<file path="config.mk">
export PLATFORM = sky130hd
export DESIGN_NAME = dfa_lexer_token_classifier_unit
export DESIGN_NICKNAME = d
export VERILOG_FILES = /design/src/hdl/dlx_pkg.sv /design/src/hdl/dlx_step.sv /design/src/hdl/dlx_fifo.sv /design/src/hdl/dfa_lexer_token_classifier_unit.sv
export VERILOG_INCLUDE_DIRS = /design/src /design/src/hdl
export SDC_FILE = /design/constraint.sdc
export NUM_CORES = 1
export LEC_CHECK = 0
export BUFFER_PORTS_ARGS = -buffer_cell sky130_fd_sc_hd__buf_2
export CAP_MARGIN = 10
export CORE_MARGIN = 5
export CORE_UTILIZATION = 55
export CTS_BUF_LIST = sky130_fd_sc_hd__clkbuf_4 sky130_fd_sc_hd__clkbuf_8
export DETAILED_ROUTE_END_ITERATION = 10
export PLACE_DENSITY_LB_ADDON = 0.2
export SYNTH_ARGS = -nofsm -noshare
export SYNTH_HDL_FRONTEND = slang
export SYNTH_SLANG_ARGS = --single-unit
</file>
<file path="constraint.sdc">
create_clock -name clk -period 9.2 [get_ports clk]
set_input_delay 1.84 -clock clk [delete_from_list [all_inputs] [get_ports clk]]
set_output_delay 1.84 -clock clk [all_outputs]
set_load 0.01 [all_outputs]
</file>
<file path="src/hdl/assert_macros.svh">
// Assertion helpers used by the RTL.
`ifndef ASSERT_MACROS_SVH
`define ASSERT_MACROS_SVH

`ifndef ASSERT_OFF

`define ASSERT_ALWAYS(label, clk, rst, expr, msg) \
  label: assert property (@(posedge clk) disable iff (rst) (expr)) else $error(msg);

`define ASSERT_IMPLY(label, clk, rst, ante, cons, msg) \
  label: assert property (@(posedge clk) disable iff (rst) (ante) |-> (cons)) else $error(msg);

`else

`define ASSERT_ALWAYS(label, clk, rst, expr, msg)

`define ASSERT_IMPLY(label, clk, rst, ante, cons, msg)

`endif

`endif

</file>
<file path="src/hdl/dlx_pkg.sv">
`default_nettype none

package dlx_pkg;

  localparam int CHAR_W = 8;
  localparam int KIND_W = 5;
  localparam int LEN_W = 8;
  localparam int STATE_W = 5;
  localparam int PREFIX_CHARS = 5;
  localparam int PREFIX_W = PREFIX_CHARS * CHAR_W;

  localparam int LENGTH_LIMIT_DEF = 255;
  localparam int RESULT_DEPTH_DEF = 4;

  localparam logic [KIND_W-1:0] KIND_ERROR    = 5'd0;
  localparam logic [KIND_W-1:0] KIND_EOF      = 5'd1;
  localparam logic [KIND_W-1:0] KIND_INT      = 5'd2;
  localparam logic [KIND_W-1:0] KIND_REAL     = 5'd3;
  localparam logic [KIND_W-1:0] KIND_ADDOP    = 5'd4;
  localparam logic [KIND_W-1:0] KIND_MULOP    = 5'd5;
  localparam logic [KIND_W-1:0] KIND_ID       = 5'd6;
  localparam logic [KIND_W-1:0] KIND_RELOP    = 5'd7;
  localparam logic [KIND_W-1:0] KIND_ASSIGN   = 5'd8;
  localparam logic [KIND_W-1:0] KIND_LPAREN   = 5'd9;
  localparam logic [KIND_W-1:0] KIND_RPAREN   = 5'd10;
  localparam logic [KIND_W-1:0] KIND_SEMI     = 5'd11;
  localparam logic [KIND_W-1:0] KIND_LBRACK   = 5'd12;
  localparam logic [KIND_W-1:0] KIND_RBRACK   = 5'd13;
  localparam logic [KIND_W-1:0] KIND_COMMA    = 5'd14;
  localparam logic [KIND_W-1:0] KIND_AND      = 5'd15;
  localparam logic [KIND_W-1:0] KIND_OR       = 5'd16;
  localparam logic [KIND_W-1:0] KIND_KEYWORD0 = 5'd17;

  typedef struct packed {
    logic [KIND_W-1:0] kind;
    logic [LEN_W-1:0]  length;
    logic              last;
  } result_t;

  // Results of one character: count is 0, 1 or 2, first slot filled first.
  typedef struct packed {
    logic [1:0] count;
    result_t    first;
    result_t    second;
  } step_out_t;

endpackage

`default_nettype wire

</file>
<file path="src/hdl/dlx_step.sv">
`default_nettype none

module dlx_step #(
  parameter int LENGTH_LIMIT = dlx_pkg::LENGTH_LIMIT_DEF
) (
  input  wire logic                        clk,
  input  wire logic                        rst,
  input  wire logic                        advance,
  input  wire logic [dlx_pkg::CHAR_W-1:0]  char_code,
  input  wire logic                        end_of_input,
  output dlx_pkg::step_out_t               step_out
);

  localparam int CNT_W = $clog2(LENGTH_LIMIT + 1);
  localparam int WIDE_W = CNT_W + dlx_pkg::LEN_W;
  localparam logic [CNT_W-1:0] CNT_LIMIT = CNT_W'(LENGTH_LIMIT);
  localparam logic [dlx_pkg::LEN_W-1:0] LEN_MAX = '1;
  localparam int KW_NUM = 9;

  localparam logic [4:0] S_START  = 5'd0;
  localparam logic [4:0] S_ID     = 5'd1;
  localparam logic [4:0] S_INT    = 5'd2;
  localparam logic [4:0] S_DOT    = 5'd3;
  localparam logic [4:0] S_REAL   = 5'd4;
  localparam logic [4:0] S_ADD    = 5'd5;
  localparam logic [4:0] S_MUL    = 5'd6;
  localparam logic [4:0] S_REL    = 5'd7;
  localparam logic [4:0] S_REL_EQ = 5'd8;
  localparam logic [4:0] S_ASSIGN = 5'd9;
  localparam logic [4:0] S_LPAREN = 5'd10;
  localparam logic [4:0] S_RPAREN = 5'd11;
  localparam logic [4:0] S_AMP    = 5'd12;
  localparam logic [4:0] S_AND    = 5'd13;
  localparam logic [4:0] S_BAR    = 5'd14;
  localparam logic [4:0] S_OR     = 5'd15;
  localparam logic [4:0] S_SEMI   = 5'd16;
  localparam logic [4:0] S_LBRACK = 5'd17;
  localparam logic [4:0] S_RBRACK = 5'd18;
  localparam logic [4:0] S_COMMA  = 5'd19;
  localparam logic [4:0] S_NONE   = 5'd31;

  localparam logic [7:0] CH_TAB    = 8'h09;
  localparam logic [7:0] CH_LF     = 8'h0A;
  localparam logic [7:0] CH_CR     = 8'h0D;
  localparam logic [7:0] CH_SPACE  = 8'h20;
  localparam logic [7:0] CH_HASH   = 8'h23;
  localparam logic [7:0] CH_AMP    = 8'h26;
  localparam logic [7:0] CH_LPAREN = 8'h28;
  localparam logic [7:0] CH_RPAREN = 8'h29;
  localparam logic [7:0] CH_STAR   = 8'h2A;
  localparam logic [7:0] CH_PLUS   = 8'h2B;
  localparam logic [7:0] CH_COMMA  = 8'h2C;
  localparam logic [7:0] CH_MINUS  = 8'h2D;
  localparam logic [7:0] CH_DOT    = 8'h2E;
  localparam logic [7:0] CH_SLASH  = 8'h2F;
  localparam logic [7:0] CH_0      = 8'h30;
  localparam logic [7:0] CH_9      = 8'h39;
  localparam logic [7:0] CH_SEMI   = 8'h3B;
  localparam logic [7:0] CH_LT     = 8'h3C;
  localparam logic [7:0] CH_EQ     = 8'h3D;
  localparam logic [7:0] CH_GT     = 8'h3E;
  localparam logic [7:0] CH_UP_A   = 8'h41;
  localparam logic [7:0] CH_UP_Z   = 8'h5A;
  localparam logic [7:0] CH_LBRACK = 8'h5B;
  localparam logic [7:0] CH_RBRACK = 8'h5D;
  localparam logic [7:0] CH_LO_A   = 8'h61;
  localparam logic [7:0] CH_LO_Z   = 8'h7A;
  localparam logic [7:0] CH_BAR    = 8'h7C;

  // Keywords, first character in the low byte, zero padded.
  localparam logic [dlx_pkg::PREFIX_W-1:0] KW_TEXT [KW_NUM] = '{
    40'h0000746E69,  // int
    40'h74616F6C66,  // float
    40'h656C696877,  // while
    40'h0000006669,  // if
    40'h006E656874,  // then
    40'h0065736C65,  // else
    40'h0064696F76,  // void
    40'h6E69676562,  // begin
    40'h0000646E65   // end
  };
  localparam logic [2:0] KW_LEN [KW_NUM] = '{
    3'd3, 3'd5, 3'd5, 3'd2, 3'd4, 3'd4, 3'd4, 3'd5, 3'd3
  };

  logic [4:0]                     dfa_state, dfa_state_next;
  logic                           in_comment, in_comment_next;
  logic [CNT_W-1:0]               token_count, token_count_next;
  logic [dlx_pkg::PREFIX_W-1:0]   keyword_prefix, keyword_prefix_next;

  logic [4:0]                     ns_cur, ns_start;
  logic                           fin_valid;
  dlx_pkg::result_t               fin_res, err_res, eof_res;
  logic [dlx_pkg::KIND_W-1:0]     id_kind;
  logic [WIDE_W-1:0]              count_wide;
  logic [dlx_pkg::LEN_W-1:0]      len_sat;
  logic                           space;
  logic [1:0]                     n;
  dlx_pkg::result_t               r0, r1;

  function automatic logic [4:0] next_state(input logic [4:0] s, input logic [7:0] c);
    logic letter;
    logic digit;
    logic [4:0] ns;
    letter = (c >= CH_UP_A && c <= CH_UP_Z) || (c >= CH_LO_A && c <= CH_LO_Z);
    digit = (c >= CH_0 && c <= CH_9);
    ns = S_NONE;
    case (s)
      S_START: begin
        if (letter) begin
          ns = S_ID;
        end else if (digit) begin
          ns = S_INT;
        end else begin
          case (c)
            CH_PLUS, CH_MINUS: ns = S_ADD;
            CH_STAR, CH_SLASH: ns = S_MUL;
            CH_LT, CH_GT:      ns = S_REL;
            CH_EQ:             ns = S_ASSIGN;
            CH_LPAREN:         ns = S_LPAREN;
            CH_RPAREN:         ns = S_RPAREN;
            CH_AMP:            ns = S_AMP;
            CH_BAR:            ns = S_BAR;
            CH_SEMI:           ns = S_SEMI;
            CH_LBRACK:         ns = S_LBRACK;
            CH_RBRACK:         ns = S_RBRACK;
            CH_COMMA:          ns = S_COMMA;
            default:           ns = S_NONE;
          endcase
        end
      end
      S_ID:     ns = (letter || digit) ? S_ID : S_NONE;
      S_INT:    ns = digit ? S_INT : ((c == CH_DOT) ? S_DOT : S_NONE);
      S_DOT:    ns = digit ? S_REAL : S_NONE;
      S_REAL:   ns = digit ? S_REAL : S_NONE;
      S_REL:    ns = (c == CH_EQ) ? S_REL_EQ : S_NONE;
      S_ASSIGN: ns = (c == CH_EQ) ? S_REL_EQ : S_NONE;
      S_AMP:    ns = (c == CH_AMP) ? S_AND : S_NONE;
      S_BAR:    ns = (c == CH_BAR) ? S_OR : S_NONE;
      default:  ns = S_NONE;
    endcase
    return ns;
  endfunction

  function automatic logic [dlx_pkg::KIND_W-1:0] state_kind(input logic [4:0] s,
                                                          input logic [dlx_pkg::KIND_W-1:0] idk);
    logic [dlx_pkg::KIND_W-1:0] k;
    case (s)
      S_ID:             k = idk;
      S_INT:            k = dlx_pkg::KIND_INT;
      S_REAL:           k = dlx_pkg::KIND_REAL;
      S_ADD:            k = dlx_pkg::KIND_ADDOP;
      S_MUL:            k = dlx_pkg::KIND_MULOP;
      S_REL, S_REL_EQ:  k = dlx_pkg::KIND_RELOP;
      S_ASSIGN:         k = dlx_pkg::KIND_ASSIGN;
      S_LPAREN:         k = dlx_pkg::KIND_LPAREN;
      S_RPAREN:         k = dlx_pkg::KIND_RPAREN;
      S_SEMI:           k = dlx_pkg::KIND_SEMI;
      S_LBRACK:         k = dlx_pkg::KIND_LBRACK;
      S_RBRACK:         k = dlx_pkg::KIND_RBRACK;
      S_COMMA:          k = dlx_pkg::KIND_COMMA;
      S_AND:            k = dlx_pkg::KIND_AND;
      S_OR:             k = dlx_pkg::KIND_OR;
      default:          k = dlx_pkg::KIND_ERROR;
    endcase
    return k;
  endfunction

  // Keyword lookup: length must match, and bytes past the length are zero.
  always_comb begin
    id_kind = dlx_pkg::KIND_ID;
    for (int k = KW_NUM - 1; k >= 0; k--) begin
      if (token_count == CNT_W'(KW_LEN[k]) && keyword_prefix == KW_TEXT[k]) begin
        id_kind = dlx_pkg::KIND_KEYWORD0 + dlx_pkg::KIND_W'(k);
      end
    end
  end

  assign count_wide = WIDE_W'(token_count);
  assign len_sat = (count_wide > WIDE_W'(LEN_MAX)) ? LEN_MAX
                                                    : count_wide[dlx_pkg::LEN_W-1:0];

  assign ns_cur = next_state(dfa_state, char_code);
  assign ns_start = next_state(S_START, char_code);
  assign space = (char_code == CH_SPACE) || (char_code >= CH_TAB && char_code <= CH_CR);
  assign fin_valid = (dfa_state != S_START);

  always_comb begin
    fin_res = '{kind: state_kind(dfa_state, id_kind), length: len_sat, last: 1'b0};
    err_res = '{kind: dlx_pkg::KIND_ERROR, length: dlx_pkg::LEN_W'(1), last: 1'b0};
    eof_res = '{kind: dlx_pkg::KIND_EOF, length: '0, last: 1'b0};
  end

  always_comb begin
    dfa_state_next = dfa_state;
    in_comment_next = in_comment;
    token_count_next = token_count;
    keyword_prefix_next = keyword_prefix;
    n = 2'd0;
    r0 = '0;
    r1 = '0;
    if (end_of_input) begin
      dfa_state_next = S_START;
      in_comment_next = 1'b0;
      token_count_next = '0;
      keyword_prefix_next = '0;
      if (fin_valid) begin
        r0 = fin_res;
        r1 = eof_res;
        n = 2'd2;
      end else begin
        r0 = eof_res;
        n = 2'd1;
      end
    end else if (in_comment) begin
      if (char_code == CH_LF) begin
        in_comment_next = 1'b0;
      end
    end else if (char_code == CH_HASH) begin
      // close any pending token, then drop the rest of the line
      in_comment_next = 1'b1;
      dfa_state_next = S_START;
      token_count_next = '0;
      keyword_prefix_next = '0;
      if (fin_valid) begin
        r0 = fin_res;
        n = 2'd1;
      end
    end else if (ns_cur != S_NONE) begin
      dfa_state_next = ns_cur;
      for (int i = 0; i < dlx_pkg::PREFIX_CHARS; i++) begin
        if (token_count == CNT_W'(i)) begin
          keyword_prefix_next[i*dlx_pkg::CHAR_W +: dlx_pkg::CHAR_W] = char_code;
        end
      end
      if (token_count < CNT_LIMIT) begin
        token_count_next = token_count + CNT_W'(1);
      end
    end else begin
      // token ends here; rerun the character from the start state
      dfa_state_next = S_START;
      token_count_next = '0;
      keyword_prefix_next = '0;
      if (fin_valid) begin
        r0 = fin_res;
        n = 2'd1;
      end
      if (!space) begin
        if (ns_start != S_NONE) begin
          dfa_state_next = ns_start;
          token_count_next = CNT_W'(1);
          keyword_prefix_next = dlx_pkg::PREFIX_W'(char_code);
        end else if (fin_valid) begin
          r1 = err_res;
          n = 2'd2;
        end else begin
          r0 = err_res;
          n = 2'd1;
        end
      end
    end
    if (n == 2'd1) begin
      r0.last = 1'b1;
    end
    if (n == 2'd2) begin
      r1.last = 1'b1;
    end
  end

  assign step_out = '{count: n, first: r0, second: r1};

  always_ff @(posedge clk) begin
    if (rst) begin
      dfa_state <= S_START;
      in_comment <= 1'b0;
      token_count <= '0;
      keyword_prefix <= '0;
    end else if (advance) begin
      dfa_state <= dfa_state_next;
      in_comment <= in_comment_next;
      token_count <= token_count_next;
      keyword_prefix <= keyword_prefix_next;
    end
  end

endmodule

`default_nettype wire

</file>
<file path="src/hdl/dlx_fifo.sv">
`default_nettype none

// Result queue, up to two writes and one read per cycle. DEPTH is a power of two.
module dlx_fifo #(
  parameter int DEPTH = dlx_pkg::RESULT_DEPTH_DEF
) (
  input  wire logic               clk,
  input  wire logic               rst,
  input  wire logic               push_en,
  input  wire dlx_pkg::step_out_t push,
  input  wire logic               pop,
  output dlx_pkg::result_t        head,
  output logic                    not_empty,
  output logic                    room_two
);

  localparam int PTR_W = $clog2(DEPTH);
  localparam int CNT_W = $clog2(DEPTH + 1);

  dlx_pkg::result_t entries [DEPTH];
  logic [PTR_W-1:0] wr_ptr, rd_ptr;
  logic [CNT_W-1:0] count, count_next;
  logic [1:0]       push_n;

  assign push_n = push_en ? push.count : 2'd0;
  assign count_next = count + CNT_W'(push_n) - CNT_W'(pop);

  assign head = entries[rd_ptr];
  assign not_empty = (count != '0);
  assign room_two = (count <= CNT_W'(DEPTH - 2));

  always_ff @(posedge clk) begin
    if (push_n != 2'd0) begin
      entries[wr_ptr] <= push.first;
    end
    if (push_n == 2'd2) begin
      entries[wr_ptr + PTR_W'(1)] <= push.second;
    end
  end

  always_ff @(posedge clk) begin
    if (rst) begin
      wr_ptr <= '0;
      rd_ptr <= '0;
      count <= '0;
    end else begin
      wr_ptr <= wr_ptr + PTR_W'(push_n);
      if (pop) begin
        rd_ptr <= rd_ptr + PTR_W'(1);
      end
      count <= count_next;
    end
  end

endmodule

`default_nettype wire

</file>
<file path="src/hdl/dfa_lexer_token_classifier_unit.sv">
// An accepted character word passes the input register and the result queue
// before its first result word. Throughput: one character per cycle while the
// queue has room for two results; the input register feeds the DFA step
// logic, which writes 0, 1 or 2 result words into a 4-entry result queue.
// Reset (rst, synchronous): DFA at start state, comment flag and token cleared,
// input register and result queue empty.
`default_nettype none

`include "assert_macros.svh"

module dfa_lexer_token_classifier_unit #(
  parameter int LENGTH_LIMIT = dlx_pkg::LENGTH_LIMIT_DEF,
  parameter int RESULT_DEPTH = dlx_pkg::RESULT_DEPTH_DEF
) (
  input  wire logic        clk,
  input  wire logic        rst,
  input  wire logic        s_axis_tvalid,
  output logic             s_axis_tready,
  input  wire logic [7:0]  s_axis_tdata,   // [7:0] char_code
  input  wire logic        s_axis_tlast,   // end_of_input
  output logic             m_axis_tvalid,
  input  wire logic        m_axis_tready,
  output logic [15:0]      m_axis_tdata,   // [4:0] token_kind, [12:5] token_length
  output logic             m_axis_tlast    // last_result
);

  logic                        in_valid;
  logic [dlx_pkg::CHAR_W-1:0]  in_char;
  logic                        in_eoi;
  logic                        advance;
  logic                        room_two;
  logic                        not_empty;
  logic                        pop;
  dlx_pkg::step_out_t          step_out;
  dlx_pkg::result_t            head;

  assign advance = in_valid && room_two;
  assign s_axis_tready = !in_valid || advance;
  assign pop = m_axis_tvalid && m_axis_tready;

  always_ff @(posedge clk) begin
    if (rst) begin
      in_valid <= 1'b0;
    end else if (s_axis_tready) begin
      in_valid <= s_axis_tvalid;
    end
  end

  // hold the word until the queue has room for two results
  always_ff @(posedge clk) begin
    if (s_axis_tvalid && s_axis_tready) begin
      in_char <= s_axis_tdata;
      in_eoi <= s_axis_tlast;
    end
  end

  dlx_step #(
    .LENGTH_LIMIT(LENGTH_LIMIT)
  ) u_step (
    .clk          (clk),
    .rst          (rst),
    .advance      (advance),
    .char_code    (in_char),
    .end_of_input (in_eoi),
    .step_out     (step_out)
  );

  dlx_fifo #(
    .DEPTH(RESULT_DEPTH)
  ) u_fifo (
    .clk       (clk),
    .rst       (rst),
    .push_en   (advance),
    .push      (step_out),
    .pop       (pop),
    .head      (head),
    .not_empty (not_empty),
    .room_two  (room_two)
  );

  assign m_axis_tvalid = not_empty;
  assign m_axis_tdata = {3'b000, head.length, head.kind};
  assign m_axis_tlast = head.last;

  `ASSERT_IMPLY(a_eof_is_last, clk, rst, m_axis_tvalid && (m_axis_tdata[4:0] == dlx_pkg::KIND_EOF), m_axis_tlast, "EOF word without last flag")
  `ASSERT_IMPLY(a_pair_last, clk, rst, advance && (step_out.count == 2'd2), !step_out.first.last && step_out.second.last, "two results with wrong last flags")
  `ASSERT_IMPLY(a_eoi_gives_eof, clk, rst, advance && in_eoi, (step_out.count == 2'd1 && step_out.first.kind == dlx_pkg::KIND_EOF) || (step_out.count == 2'd2 && step_out.second.kind == dlx_pkg::KIND_EOF), "end of input without EOF result")

endmodule

`default_nettype wire
</file>
==> flow_summary.toml <==
[layout]
diodes = 0
synthToLayoutAreaGrowth_pct = 7.55
drive_gt1_frac = 0.122
fin_cells = 1026
nNetsFinal = 860
fillCellCount = 1144

[sta]
slew-limit-headroom = 0.272
fin_crit_ps = 4550
finClkSkew_ps = 16.9
setup_viol = 0
fin_crit_sh = 0.495
tns_ps = 0
fmax_ghz = 0.220
worst_pin_slew_ps = 1090
drv_slew = 0
finalHoldViolations = 0
rsz0062_at_grt = "false"

[drt]
routed_wl_um = 19000
ant_nets = 0
drc = 0
via_count = 6401
viasPerCell = 6.24
wl_per_cell_um = 18.5
drt_pass1_iterations = 7
drt_iter0_drc = 574

[clock_tree]
cts_hold_buf = 0
root_buffer = "clkbuf_8"
ctsLongestPathBuffers = 2
cts_buffers = 17
post_cts_resized = 0
clk_pin_slew_ps = 70
cts_tree = "yes"
clock_sinks = 129
cts_setup_buffers = 0
clk_latency_ps = 460
cts-htree-levels = 4

[synth]
ys_ff_latch = 129
yosys-top-cells-area = "dfxtp_1 29%, mux2i_1 9.4%, edfxtp_1 8.5%"
yosysTopAreaCell = "dfxtp_1"
synth_most_common_cell = "dfxtp_1"
syn-instance-count = 832
yosys_warnings = 0
synthTopCellsByCount = "108 x dfxtp_1, 103 x nand2_1, 81 x nor2_1"
synth_top_area_frac = 0.290
synth-edff-count = 21
synth.distinct_cells = 83
postSynthAreaPerCell_um2 = 8.97
synthArstFlopShare = 0
ys_seq_area_frac = 0.374
synth_ff_type = "dfxtp_1"
synth_area_um2 = 7460

[power]
report.power.total_mw = 1.62
pwr-share-comb = 0.262
power_density_nw_per_um2 = 202
p_int_mw = 1.06
p_switching_mw = 0.563
switching_share = 0.348
pwr-share-seq = 0.420
p_clk_frac = 0.318
ir_drop_uv = 97.0
p_leak_nw = 3.15

[die]
die_h_um = 126
ioPinCount = 32
dieArea_um2 = 16000
row_count = 42
die_w_um = 126
start_util = 0.561
core_um2 = 13300

[global_route]
antenna_found_initial = 0
grt_max_degree = 58
grt_pass1_vias = 6263
grt_overflow = 0
grt_usage = 0.242
grt_pass1_wl_um = 31800

[place]
gp_congestion = 0.934
io_buffer_count = 28
hpwlAfterDp_um = 13700
dp.cells = 991

[run_status]
outcome = "completed"

[worst_setup_path]
r2r-end = "u_fifo.entries[2][0]"
r2r_start = "in_char[2]"
critPathCaptureType = "register"
ff2ff_path_depth = 11
r2r_slack_ps = 4650
worstPathRequired_ps = 9340
crit_fanout = 20
path_class = "reg -> reg"
worstSetupStartpointType = "register"
arrival_ps = 4690

[hold_path]
holdPathEnd = "u_fifo.entries[0][2]"
hold_path_depth = 2
hold_path_class = "reg -> reg"
holdCritStartpoint = "u_fifo.entries[0][2]"

[flow_run]
cap_violations = 0
[state kept, by name, indices dropped and copies added, names as in the netlist, named ones only]
signal and flops:
in_char 8, in_eoi 1, in_valid 1, u_fifo.count 3, u_fifo.entries 56, u_fifo.rd_ptr 2, u_fifo.wr_ptr 2, u_step.dfa_state 5
u_step.in_comment 1, u_step.keyword_prefix 40, u_step.token_count 8
[area by class of cell]
| class | instances | area, um2 | area share |
|---|---|---|---|
| Multi-Input combinational cell | 636 | 4340 | 0.541 |
| Clock buffer | 17 | 234 | 0.0292 |
| Tap cell | 176 | 220 | 0.0274 |
| Sequential cell | 129 | 2790 | 0.348 |
| Clock inverter | 15 | 185 | 0.0231 |
| Inverter | 22 | 82.6 | 0.0103 |
| Timing Repair Buffer | 31 | 166 | 0.0207 |
[layer usage]
metal  routed length (um)  GRT usage  vias up
met2                 8960      0.388      233
li1                     -          -     3070
met1                 8510      0.321     3062
met4                  419     0.0820        0
met5                    0          0        -
met3                 1100     0.0567       36
[layout by cell type (no fill, tap or decap), types with 17 or more instances in the layout]
master    count
dfxtp_1     108
nand2_1     103
nor2_1       81
mux2i_1      70
a21oi_1      31
buf_2        28
o21ai_0      22
inv_1        21
nor3_1       21
nor4_1       21
edfxtp_1     21
nand3_1      20
and2_1       17
clkbuf_8     17
[how the worst max path moves through the flow]
stage,from,end,slack (ps)
2_1_floorplan,in_char[4],u_fifo.count[2],5570
3_3_place_gp,in_char[2],u_fifo.entries[1][0],4540
6_report,in_char[2],u_fifo.entries[2][0],4650
4_1_cts,in_char[2],u_fifo.entries[1][9],4510
5_1_grt,in_char[2],u_fifo.entries[2][1],4190
3_5_place_dp,in_char[2],u_fifo.entries[1][9],4550
[critical path: stages, from the launching register on]
cell	delay (ps)
edfxtp_1	770
inv_1	280
nor4_1	620
a31oi_1	180
o21a_1	190
o2111ai_1	330
inv_1	80
ha_1	290
mux2_2	160
o211ai_1	160
o211ai_1	910
nand2_1	250
[through the flow]
| step | hold WS (ps) | utilization | area, um2 | worst slack (ps) |
|---|---|---|---|---|
| 3_3_place_gp | 441 | 0.570 | 7580 | 4540 |
| 2_1_floorplan | 425 | - | 7470 | 5570 |
| 5_1_grt | 489 | 0.603 | 8020 | 4190 |
| 6_report | 465 | 0.603 | 8020 | 4650 |
| 3_5_place_dp | 451 | 0.570 | 7580 | 4550 |
| 4_1_cts | 466 | 0.601 | 8000 | 4510 |
[kinds of logic after synthesis]
logic type | count (synthesis) | share of synthesized area
simple gates | 378 | 0.273
other cells | 1 | 0.000503
buf+inv | 69 | 0.0446
mux | 85 | 0.138
fa+ha+maj | 11 | 0.0191
flops | 129 | 0.374
compound gates | 148 | 0.138
xor+xnor | 11 | 0.0129
[power groups by stage]
stage,Sequential (mW),Clock (mW),Combinational [mW]
finish,0.680,0.514,0.425
global route,0.689,0.555,0.470
CTS,0.679,0.523,0.424
detailed placement,0.692,0,0.422
global placement,0.690,0,0.412
floorplan,0.645,0,0.374
No activity file was read; power rests on OpenSTA's default activity.
